$ cat config.mk
export PLATFORM = sky130hd
export DESIGN_NAME = nmea_sentence_checker_top
export DESIGN_NICKNAME = d
export VERILOG_FILES = /design/src/hw/rtl/nmea_chk_pkg.sv /design/src/hw/rtl/nmea_sentence_checker_top.sv /design/src/hw/rtl/nmea_chk_in_stage.sv /design/src/hw/rtl/nmea_chk_parser.sv /design/src/hw/rtl/nmea_chk_out_stage.sv
export VERILOG_INCLUDE_DIRS = /design/src /design/src/hw/rtl
export SDC_FILE = /design/constraint.sdc
export NUM_CORES = 1
export LEC_CHECK = 0
export ABC_AREA = 1
export BUFFER_PORTS_ARGS = -buffer_cell sky130_fd_sc_hd__buf_2
export CELL_PAD_IN_SITES_DETAIL_PLACEMENT = 1
export CELL_PAD_IN_SITES_GLOBAL_PLACEMENT = 1
export CORE_ASPECT_RATIO = 1.2
export CORE_UTILIZATION = 45
export DETAILED_ROUTE_END_ITERATION = 12
export PLACE_DENSITY_LB_ADDON = 0.25
export SYNTH_ARGS = -nofsm -noshare
export SYNTH_HDL_FRONTEND = slang
export SYNTH_SLANG_ARGS = --single-unit
$ cat constraint.sdc
create_clock -name clk -period 4.9 [get_ports clk]
set_input_delay 0.98 -clock clk [delete_from_list [all_inputs] [get_ports clk]]
set_output_delay 0.98 -clock clk [all_outputs]
set_load 0.05 [all_outputs]
$ cat src/hw/rtl/nmea_sentence_checker_top_macros.svh
// Assertion helpers used by the checker's parser.
`ifndef NMEA_SENTENCE_CHECKER_TOP_MACROS_SVH
`define NMEA_SENTENCE_CHECKER_TOP_MACROS_SVH

// The consequent must hold in the same cycle as the antecedent.
`define NMEA_ASSERT_NOW(label, ante, cons, msg) \
  label: assert property (@(posedge clk) disable iff (rst) (ante) |-> (cons)) \
    else $error(msg);

// The consequent must hold in the cycle after the antecedent.
`define NMEA_ASSERT_NEXT(label, ante, cons, msg) \
  label: assert property (@(posedge clk) disable iff (rst) (ante) |=> (cons)) \
    else $error(msg);

`endif

$ cat src/hw/rtl/nmea_chk_pkg.sv
package nmea_chk_pkg;

  localparam int LINE_MAX = 127;
  localparam int LEN_W = $clog2(LINE_MAX + 1);

  typedef struct packed {
    logic       new_window;
    logic [7:0] data_byte;
  } in_item_t;

  typedef struct packed {
    logic               sentence_valid;
    logic               is_position_fix;
    logic [15:0]        valid_count;
    logic signed [14:0] satellites;
    logic signed [14:0] fix_quality;
  } result_t;

  typedef struct packed {
    logic take;
    logic produce;
  } core_ctrl_t;

endpackage

$ cat src/hw/rtl/nmea_sentence_checker_top.sv
// Checks receiver text lines one byte per transfer and gives one result per
// finished non-empty line. A new byte is taken in every cycle unless the input
// stalls; the input register, the line parser and the result register form two
// stages: the line-ending byte passes the input register, then the parser loads
// its result into the result register. The input stalls only when a line ends
// while an untaken result is held; other bytes still go in while it waits.
module nmea_sentence_checker_top (
  input  logic        clk,
  input  logic        rst,
  input  logic        s_axis_tvalid,
  output logic        s_axis_tready,
  input  logic [7:0]  s_axis_tdata,  // [7:0] data_byte
  input  logic [0:0]  s_axis_tuser,  // [0] new_window
  output logic        m_axis_tvalid,
  input  logic        m_axis_tready,
  output logic [47:0] m_axis_tdata,  // [15:0] valid_count, [30:16] satellites,
                                     // [45:31] fix_quality, [47:46] zero
  output logic [1:0]  m_axis_tuser   // [0] sentence_valid, [1] is_position_fix
);
  import nmea_chk_pkg::*;

  core_ctrl_t ctrl;
  in_item_t   item;
  result_t    result;
  logic       item_valid;
  logic       out_space;

  nmea_chk_in_stage u_in (
    .clk           (clk),
    .rst           (rst),
    .s_axis_tvalid (s_axis_tvalid),
    .s_axis_tready (s_axis_tready),
    .s_axis_tdata  (s_axis_tdata),
    .s_axis_tuser  (s_axis_tuser),
    .ctrl          (ctrl),
    .item_valid    (item_valid),
    .item          (item)
  );

  nmea_chk_parser u_parser (
    .clk        (clk),
    .rst        (rst),
    .item_valid (item_valid),
    .item       (item),
    .out_space  (out_space),
    .ctrl       (ctrl),
    .result     (result)
  );

  nmea_chk_out_stage u_out (
    .clk           (clk),
    .rst           (rst),
    .ctrl          (ctrl),
    .result        (result),
    .out_space     (out_space),
    .m_axis_tvalid (m_axis_tvalid),
    .m_axis_tready (m_axis_tready),
    .m_axis_tdata  (m_axis_tdata),
    .m_axis_tuser  (m_axis_tuser)
  );

endmodule

$ cat src/hw/rtl/nmea_chk_in_stage.sv
module nmea_chk_in_stage (
  input  logic                  clk,
  input  logic                  rst,
  input  logic                  s_axis_tvalid,
  output logic                  s_axis_tready,
  input  logic [7:0]            s_axis_tdata,
  input  logic [0:0]            s_axis_tuser,
  input  nmea_chk_pkg::core_ctrl_t ctrl,
  output logic                  item_valid,
  output nmea_chk_pkg::in_item_t item
);
  import nmea_chk_pkg::*;

  logic item_valid_next;
  logic accept;

  assign s_axis_tready = !item_valid || ctrl.take;
  assign accept = s_axis_tvalid && s_axis_tready;

  always_comb begin
    item_valid_next = item_valid;
    if (accept) begin
      item_valid_next = 1'b1;
    end else if (ctrl.take) begin
      item_valid_next = 1'b0;
    end
  end

  always_ff @(posedge clk) begin
    if (rst) begin
      item_valid <= 1'b0;
    end else begin
      item_valid <= item_valid_next;
    end
  end

  always_ff @(posedge clk) begin
    if (accept) begin
      item.data_byte  <= s_axis_tdata;
      item.new_window <= s_axis_tuser[0];
    end
  end

endmodule

$ cat src/hw/rtl/nmea_chk_parser.sv
`include "nmea_sentence_checker_top_macros.svh"

module nmea_chk_parser (
  input  logic                     clk,
  input  logic                     rst,
  input  logic                     item_valid,
  input  nmea_chk_pkg::in_item_t   item,
  input  logic                     out_space,
  output nmea_chk_pkg::core_ctrl_t ctrl,
  output nmea_chk_pkg::result_t    result
);
  import nmea_chk_pkg::*;

  localparam logic [7:0]  CHAR_NUL    = 8'h00;
  localparam logic [7:0]  CHAR_LF     = 8'h0A;
  localparam logic [7:0]  CHAR_CR     = 8'h0D;
  localparam logic [7:0]  CHAR_DOLLAR = 8'h24;
  localparam logic [7:0]  CHAR_STAR   = 8'h2A;
  localparam logic [7:0]  CHAR_COMMA  = 8'h2C;
  localparam logic [7:0]  CHAR_0      = 8'h30;
  localparam logic [7:0]  CHAR_9      = 8'h39;
  localparam logic [23:0] TAG_GGA     = 24'h474741;
  localparam logic [13:0] NUM_SAT     = 14'd9999;
  localparam logic [2:0]  FIELD_FIX   = 3'd6;
  localparam logic [2:0]  FIELD_SATS  = 3'd7;
  localparam logic [LEN_W-1:0] LEN_LIMIT = LEN_W'(LINE_MAX);

  typedef struct packed {
    logic        cand;
    logic        active;
    logic [13:0] num;
  } field_t;

  typedef struct packed {
    logic [LEN_W-1:0] len;
    logic             text_ended;
    logic             dollar;
    logic             star;
    logic [1:0]       after_star;
    logic [7:0]       xor_sum;
    logic [30:0]      hex;
    logic             hex_active;
    logic             hex_ovf;
    logic [23:0]      tag;
    logic             tag_found;
    logic [2:0]       commas;
    field_t           f6;
    field_t           f7;
  } line_t;

  function automatic logic [4:0] hex_decode(logic [7:0] c);
    logic [4:0] r;
    r = 5'd0;
    if (c >= CHAR_0 && c <= CHAR_9) begin
      r = {1'b1, c[3:0]};
    end else if ((c >= 8'h61 && c <= 8'h66) || (c >= 8'h41 && c <= 8'h46)) begin
      r = {1'b1, c[3:0] + 4'd9};
    end
    return r;
  endfunction

  function automatic field_t dec_step(field_t f, logic [7:0] c);
    field_t     r;
    logic [17:0] v;
    r = f;
    v = ({4'd0, f.num} << 3) + ({4'd0, f.num} << 1) + {14'd0, c[3:0]};
    if (f.active) begin
      if (c < CHAR_0 || c > CHAR_9) begin
        r.active = 1'b0;
      end else begin
        r.num = (v > {4'd0, NUM_SAT}) ? NUM_SAT : v[13:0];
      end
    end
    return r;
  endfunction

  line_t              lstate;
  line_t              lstate_next;
  line_t              cur;
  logic [15:0]        sentence_counter;
  logic [15:0]        sentence_counter_next;
  logic signed [14:0] satellites_held;
  logic signed [14:0] satellites_held_next;
  logic signed [14:0] fix_held;
  logic signed [14:0] fix_held_next;
  logic [15:0]        cnt_cur;
  logic [7:0]         c;
  logic [4:0]         hd;
  logic [7:0]         hex_byte;
  logic               is_eol;
  logic               valid;
  logic               gga;
  field_t             f6;

  always_comb begin
    cur     = item.new_window ? '0 : lstate;
    cnt_cur = item.new_window ? 16'd0 : sentence_counter;
    c       = item.data_byte;
    hd      = hex_decode(c);
    is_eol  = (c == CHAR_CR) || (c == CHAR_LF);

    ctrl.produce = is_eol && (cur.len != '0);
    ctrl.take    = item_valid && (!ctrl.produce || out_space);

    lstate_next           = cur;
    sentence_counter_next = cnt_cur;
    satellites_held_next  = satellites_held;
    fix_held_next         = fix_held;
    f6                    = cur.f6;

    hex_byte = cur.hex_ovf ? 8'hFF : cur.hex[7:0];
    valid    = cur.dollar && cur.star && cur.after_star[1] && (hex_byte == cur.xor_sum);
    gga      = valid && cur.tag_found;

    if (!is_eol) begin
      if (cur.len < LEN_LIMIT) begin
        lstate_next.len = cur.len + 1'b1;
        if (!cur.text_ended) begin
          if (c == CHAR_NUL) begin
            lstate_next.text_ended = 1'b1;
          end else begin
            if (cur.len == '0) begin
              lstate_next.dollar = (c == CHAR_DOLLAR);
            end else if (!cur.star) begin
              if (c == CHAR_STAR) begin
                lstate_next.star       = 1'b1;
                lstate_next.hex_active = 1'b1;
                lstate_next.hex_ovf    = 1'b0;
              end else begin
                lstate_next.xor_sum = cur.xor_sum ^ c;
              end
            end else begin
              if (!cur.after_star[1]) begin
                lstate_next.after_star = cur.after_star + 2'd1;
              end
              if (cur.hex_active) begin
                if (!hd[4]) begin
                  lstate_next.hex_active = 1'b0;
                end else if (!cur.hex_ovf) begin
                  if (cur.hex[30:27] != 4'd0) begin
                    lstate_next.hex_ovf = 1'b1;
                  end else begin
                    lstate_next.hex = {cur.hex[26:0], hd[3:0]};
                  end
                end
              end
            end

            if (cur.tag == TAG_GGA && c == CHAR_COMMA) begin
              lstate_next.tag_found = 1'b1;
            end
            lstate_next.tag = {cur.tag[15:0], c};

            if (cur.commas == FIELD_FIX) begin
              if (!f6.cand && c != CHAR_COMMA) begin
                f6.cand   = 1'b1;
                f6.active = 1'b1;
              end
              lstate_next.f6 = dec_step(f6, c);
            end else if (cur.commas == FIELD_SATS) begin
              lstate_next.f7 = dec_step(cur.f7, c);
            end

            if (c == CHAR_COMMA && cur.commas != FIELD_SATS) begin
              lstate_next.commas = cur.commas + 3'd1;
              if (cur.commas == FIELD_FIX) begin
                lstate_next.f7 = '{cand: 1'b0, active: 1'b1, num: 14'd0};
              end
            end
          end
        end
      end
    end else if (ctrl.produce) begin
      if (valid && cnt_cur != 16'hFFFF) begin
        sentence_counter_next = cnt_cur + 16'd1;
      end
      if (gga) begin
        if (cur.commas == FIELD_SATS) begin
          satellites_held_next = {1'b0, cur.f7.num};
        end
        if (fix_held[14] && (cur.commas == FIELD_FIX ||
            (cur.commas == FIELD_SATS && cur.f6.cand))) begin
          fix_held_next = {1'b0, cur.f6.num};
        end
      end
      lstate_next = '0;
    end

    result.sentence_valid  = valid;
    result.is_position_fix = gga;
    result.valid_count     = sentence_counter_next;
    result.satellites      = satellites_held_next;
    result.fix_quality     = fix_held_next;
  end

  always_ff @(posedge clk) begin
    if (rst) begin
      lstate           <= '0;
      sentence_counter <= 16'd0;
      satellites_held  <= '1;
      fix_held         <= '1;
    end else if (ctrl.take) begin
      lstate           <= lstate_next;
      sentence_counter <= sentence_counter_next;
      satellites_held  <= satellites_held_next;
      fix_held         <= fix_held_next;
    end
  end

  `NMEA_ASSERT_NOW(a_no_result_into_full_slot, ctrl.take && ctrl.produce, out_space, "result taken while output register is full")
  `NMEA_ASSERT_NOW(a_len_bounded, 1'b1, lstate.len <= LEN_LIMIT, "line length above limit")
  `NMEA_ASSERT_NEXT(a_line_cleared, ctrl.take && ctrl.produce, lstate.len == '0, "line not cleared after result")
  `NMEA_ASSERT_NOW(a_after_star_needs_star, lstate.after_star != 2'd0, lstate.star, "characters counted after a missing star")

endmodule

$ cat src/hw/rtl/nmea_chk_out_stage.sv
module nmea_chk_out_stage (
  input  logic                     clk,
  input  logic                     rst,
  input  nmea_chk_pkg::core_ctrl_t ctrl,
  input  nmea_chk_pkg::result_t    result,
  output logic                     out_space,
  output logic                     m_axis_tvalid,
  input  logic                     m_axis_tready,
  output logic [47:0]              m_axis_tdata,
  output logic [1:0]               m_axis_tuser
);
  import nmea_chk_pkg::*;

  logic    load;
  logic    m_axis_tvalid_next;
  result_t held;

  assign out_space = !m_axis_tvalid || m_axis_tready;
  assign load      = ctrl.take && ctrl.produce;

  always_comb begin
    m_axis_tvalid_next = m_axis_tvalid;
    if (load) begin
      m_axis_tvalid_next = 1'b1;
    end else if (m_axis_tready) begin
      m_axis_tvalid_next = 1'b0;
    end
  end

  always_ff @(posedge clk) begin
    if (rst) begin
      m_axis_tvalid <= 1'b0;
    end else begin
      m_axis_tvalid <= m_axis_tvalid_next;
    end
  end

  always_ff @(posedge clk) begin
    if (load) begin
      held <= result;
    end
  end

  assign m_axis_tdata = {2'b00, held.fix_quality, held.satellites, held.valid_count};
  assign m_axis_tuser = {held.is_position_fix, held.sentence_valid};

endmodule
# Word-level counts from Yosys, hierarchy flattened
# Cells that the tools add are included.
[word_totals] register_bits=218 out_inout_bits=52
[op_classes] add_sub_neg=9 n_lt_le_gt_ge=11 n_eq_ne=12 muxes=65 bitwise_logic=1 reduce_logical=34
[ops] cell="113-bit two-way mux" n=4
[ops] cell="15-bit two-way mux" n=12
[ops] cell="31-bit two-way mux" n=4
[ops] cell="16-bit two-way mux" n=7
[ops] cell="106-bit two-way mux" n=1
[ops] cell="105-bit two-way mux" n=1
[ops] cell="14-bit two-way mux" n=4
[ops] cell="44-bit two-way mux" n=1
[ops] cell="17-bit by 15-bit adder with 18-bit output" n=2
[ops] cell="18-bit by 4-bit adder with 18-bit output" n=2
[ops] cell="18-bit by 14-bit greater-than comparator with 1-bit output, second input constant" n=2
[ops] cell="33-bit two-way mux" n=1
[ops] cell="24-bit by 23-bit equality test with 1-bit output, second input constant" n=1
[ops] cell="8-bit by 6-bit equality test with 1-bit output, second input constant" n=3
[ops] cell="8-bit two-way mux" n=3
[ops] cell="2-bit two-way mux" n=10
[ops] cell="1-bit logical AND" n=17
[ops] cell="16-bit by 1-bit adder with 16-bit output, second input constant" n=1
[ops] cell="8-bit by 4-bit equality test with 1-bit output, second input constant" n=2
[ops] cell="8-bit by 7-bit >= comparator with 1-bit output, second input constant" n=2
[ops] cell="8-bit by 7-bit less-or-equal comparator with 1-bit output, second input constant" n=2
[ops] cell="16-bit != test, second input constant" n=1
[ops] cell="1-bit two-way mux" n=14
[ops] cell="5-bit two-way mux" n=2
[ops] cell="other kinds (22)" n=33

# Longest topological paths before layout
[depth] ltp_word=15 depth_mapped=29 ltp_nobuf=27

# Modules after synthesis
# A second synthesis with hierarchy kept.
[hier_totals] hier_cells=2329 hier_area_um2=15149.5
[by_module_without_submodules] module="nmea_chk_parser" n_inst=1 cells_per_inst=2257 area_each_um2=13325.3
[by_module_without_submodules] module="nmea_chk_out_stage" n_inst=1 cells_per_inst=57 area_each_um2=1506.4
[by_module_without_submodules] module="nmea_chk_in_stage" n_inst=1 cells_per_inst=15 area_each_um2=317.8

# Worst setup path before layout
# Ideal clock, no wire load.
[synth_timing] path_kind="reg2reg" start="register, netlist name u_in.item[8]" end="register u_parser.lstate[25] in the netlist's numbering" t_arrival_ps=4092 required_time_ps=4768 path_slack_ps=676 stages_incl_launch_ff=22 n_path_buf=5 cell_sequence="edfxtp_1 -> buf_6 -> buf_4 -> buf_2 -> buf_1 -> clkbuf_1 -> nor2_1 -> fa_1 -> inv_1 -> fa_1 -> nand3b_1 -> nand2_1 -> a21oi_1 -> nand3b_1 -> nand3_1 -> nand3_1 -> nor2_1 -> nand2_1 -> o21ai_0 -> nand3_1 -> nand2_1 -> a21oi_1"
[synth_via] elab_chain_len=15
[synth_rtl] item="113-bit two-way mux *" line="nmea_chk_parser.sv:96" text="cur = item.new_window ? '0 : lstate;"
[synth_rtl] item="parallel branches: the longest is 14 deep, another holds 17-bit by 15-bit adder with 18-bit output"
[synth_rtl] item="end signal, assigned" line="nmea_chk_parser.sv:203" text="lstate <= lstate_next;"
[synth_rtl] item="end, declared" line="nmea_chk_parser.sv:77" text="line_t lstate;"
# Every way passes the cells marked *. The select of a mux whose other input is x is not followed.
# A chain may end at the register's enable or synchronous reset.

# Worst setup path after layout
[layout_timing] start="register, netlist name u_in.item[8]" end="output s_axis_tready"
[layout_via] elab_chain_len=7
[layout_rtl] item="113-bit two-way mux" line="nmea_chk_parser.sv:96"
[layout_rtl] item="7-bit nonzero test" line="nmea_chk_parser.sv:102" text="ctrl.produce = is_eol && (cur.len != '0);"
[layout_rtl] item="1-bit logical AND" line="nmea_chk_parser.sv:102"
[layout_rtl] item="1-bit zero test" line="nmea_chk_parser.sv:103" text="ctrl.take = item_valid && (!ctrl.produce || out_space);"
[layout_rtl] item="1-bit logical OR" line="nmea_chk_parser.sv:103"
[layout_rtl] item="1-bit logical AND" line="nmea_chk_parser.sv:103"
[layout_rtl] item="1-bit logical OR" line="nmea_chk_in_stage.sv:17" text="assign s_axis_tready = !item_valid || ctrl.take;"
[layout_rtl] item="end, declared" line="nmea_sentence_checker_top.sv:11" text="output logic s_axis_tready,"
# Every way passes these cells.

==> summary.txt <==
STA
  – Final period util: 90.89%
  – Fin Clk Skew: about 0.027 ns
  – Fmax: between 200 and 250 MHz
  – Tmin final: 4.453 ns
  – Final WS setup: between 0.4 and 0.5 ns
  – Max transition margin: 37.95%
  – Post-Route Setup TNS: 0 ns
  – Final setup fails: 0
  – Final Hold Fails: 0
  – Max Slew Vio Count: 0
  – Unrepaired setup endpoints after global routing: false
  – Worst Max-Slew Pin Slew: 0.9307 ns

Logic synthesis
  – Largest family of logic cells by synthesized area: simple AND/OR/NAND/NOR gates
  – Post-synthesis mux area share: 0%
  – Synthesized cell area: ~15000 sq um
  – Synth Flop Type: dfxtp_1
  – FFs w/ async S/R, synth: 0%
  – Netlist cell types: 62
  – Post-Synth Simple-Gate Area: slightly below 30%
  – Compound-gate portion of the synthesized area: a little under a fifth
  – Synth Area in Adders: 5.938%
  – Post-synthesis xor/xnor area fraction: 1.608%
  – Post-Syn Instances: 2231
  – Register area share after synthesis: about 33%
  – Ys Warns: 0
  – Avg Cell Area, Syn: 6.592 sq um
  – Number of synthesized flops with an enable pin: 57
  – FF+latch count, synth: between 200 and 250

Drt
  – Via count: 15350
  – Vias per Instance: 5.712
  – DR iter-0 viols: 787
  – Avg WL per Cell: 18.81 microns
  – Drt total wl: 50570 microns
  – Drt pass-1 iters: 6
  – Remaining routing DRC violations: 0
  – Final ANT Viol Nets: 0

Die
  – Die Y: between 200 and 250 microns
  – Die Width: 167.0 microns
  – Full die area: 33410 sq um
  – I/O pins: 65
  – Core Footprint: ~32000 sq um
  – Site Rows: between 70 and 80
  – Initial core utilization: 45.73%

Global route
  – Largest net degree at the start of global routing: 79
  – M1 GR Usage: between 30% and 40%
  – Most used routing layer: met2
  – Grt met2 use: 53.80%
  – M3 GR Usage: 3.135%
  – Gr ovfl total: 0
  – Global-route wire length before repair: 80440 microns
  – Vias in the first global route: 15610
  – Antenna violations before repair: 0
  – Overall Global Routing Usage: 30.10%

Power
  – Internal power: 3119 uW
  – Sequential share of power: between 40% and 50%
  – Switching Fraction: 27.08%
  – Clock power frac: 45.8%
  – Comb power frac: under 10%
  – LEAKAGE: 0.007125 uW
  – Psw: 1158 uW
  – Peak VDD IR: 0.2657 mV
  – Cell Pwr Density: 263.7 nW/um^2

Cells and area
  – Area growth syn-to-layout: 10.29%
  – Final net count: 2342
  – Layout cells sized above 1: slightly above 8%
  – Util after Layout: 50.44%

Setup path
  – Worst Path Required: 3.92 ns
  – Worst EP arrival: about 3.5 ns
  – Critical setup path kind: flop to output port
  – Worst setup SP type: flop
  – CP Capture Type: output port
  – CP max FO: 23

CTS
  – # Post-CTS Setup Buffers: 0
  – CTS sink count: 217
  – Clk_lat worst skew: 0.58 ns
  – TritonCTS Buffers: 25
  – TritonCTS clock tree: done
  – Clock tree buffer depth: 3
  – Reg clk slew, reported paths: 0.06 ns
  – Post_cts resized: 0
  – H-tree levels: 1
  – CTS root buf: clkbuf_16
  – Hold buffer count at cts: 0

Run status
  – Status: complete, no violations

Placed design
  – Pre-CTS setup slack: 0.6250 ns
  – Port Buf Inserts: 62
  – Gpl congestion: between 0.9 and 1
  – Dpl hpwl: around 36000 microns

Min path
  – Worst Hold Class: flop to flop

Flow run
  – Max-Cap Viols: 0
[cells by family after synthesis]
kind of cell,count (synthesis)
buf+inv,395
fa+ha+maj,68
other cells,1
xor+xnor,27
compound gates,490
flops,217
simple gates,1033
[worst max-delay path, cell delays in order (launching register included)]
cell      delay [ns]
edfxtp_1        0.65
buf_4           0.33
nor2_1          0.21
inv_1           0.08
ha_1            0.19
nor3b_2         0.15
nand3_2         0.25
inv_2           0.11
nor2_4          0.22
buf_4           0.33
nand3_1         0.14
buf_2           0.24
[routing by layer]
layer | wire, microns | vias to the layer above
met1 | 21760 | 7434
met3 | 2157 | 127
met5 | 0 | -
met4 | 1963 | 0
met2 | 24690 | 359
li1 | - | 7433
[per-stage QoR]
| step | hold WS (ns) | area [sq um] | std cells | total power (uW) |
|---|---|---|---|---|
| after floorplan | 0.4375 | 14710 | 2232 | 2225 |
| after global placement | 0.4490 | 15370 | 2641 | 2334 |
| after detailed placement | 0.4553 | 15370 | 2641 | 2350 |
| after CTS | 0.4687 | 16220 | 2687 | 4294 |
| after global routing | 0.4863 | 16220 | 2687 | 4409 |
| final | 0.4663 | 16220 | 2688 | 4277 |
[cells in the final DEF, fill, tap and decap left out, types with 5 or more instances in the layout]
cell type   instances
xnor2_1             6
a221oi_1           24
nor3_1             35
clkinv_1            5
buf_4              36
a21oi_1           243
buf_2              61
nand2_1           633
nor2_2              7
o211ai_1           18
inv_1             285
nor2_1            169
o21ai_0           122
nand3_1           115
or2_2               5
clkinvlp_4          6
clkbuf_16          25
o21a_1              5
a31oi_1             7
xor2_1             21
ha_1               65
inv_2               9
nor4_1             13
edfxtp_1           57
a211oi_1            6
dfxtp_1           160
nand4_1            27
o31ai_1             7
o21ai_1            24
[registers in the layout, summed over array words and instances (netlist names)]
register and count:
u_parser.sentence_counter 16, u_parser.satellites_held 15, u_parser.lstate 112, u_out.m_axis_tuser 2, u_out.m_axis_tdata 46, u_out.m_axis_tvalid 1
u_in.item_valid 1, u_in.item 9, u_parser.fix_held 15
[cell usage after synthesis, drive strengths merged (5+ instances only)]
library cell / count / area share [%]
nor3: 38 / 1.4
edfxtp: 57 / 12
xor2: 21 / 1.3
nor2: 180 / 4.9
dfxtp: 160 / 22
inv: 295 / 7.6
nand2: 639 / 16
o21a: 5 / 0.26
a221oi: 24 / 1.4
a211oi: 6 / 0.31
ha: 65 / 5.5
a21oi: 246 / 8.4
buf: 45 / 1.8
nand4: 27 / 1.1
or2: 5 / 0.21
xnor2: 6 / 0.36
o211ai: 18 / 0.92
nor4: 13 / 0.55
nand3: 118 / 4.1
a31oi: 7 / 0.30
o31ai: 7 / 0.36
clkbuf: 51 / 1.3
o21ai: 146 / 5.0
[area by class of cell]
cell class,count,area (sq um)
Timing Repair Buffer,98,595.6
Fill cell,4286,15940
Antenna cell,1,2.502
Clock buffer,29,650.6
Clock inverter,17,196.4
Inverter,299,1130
Multi-Input combinational cell,1620,8222
Sequential cell,217,4915
Tap cell,407,509.2
[path summary, 6_finish.rpt]
| path | slack [ns] | endpoint | cells after the start | startpoint |
|---|---|---|---|---|
| worst max register to register | 0.54 | u_parser.lstate[25] | 17 | u_in.item[8] |
| worst max-delay path | 0.45 | s_axis_tready | 11 | u_in.item[8] |
| worst min register to register | 0.47 | u_parser.satellites_held[13] | 2 | u_parser.satellites_held[13] |
| worst min-delay path | 0.47 | u_parser.satellites_held[13] | 2 | u_parser.satellites_held[13] |
[power by group through the flow]
| stage | clock (uW) | combinational [uW] | sequential, uW |
|---|---|---|---|
| 4_1_cts | 1980 | 393 | 1920 |
| 5_1_grt | 2050 | 436 | 1930 |
| 6_report | 1960 | 396 | 1920 |
| 3_3_place_gp | 0 | 376 | 1960 |
| 3_5_place_dp | 0 | 389 | 1960 |
| 2_1_floorplan | 0 | 278 | 1950 |
(Power assumes the default switching activity.)
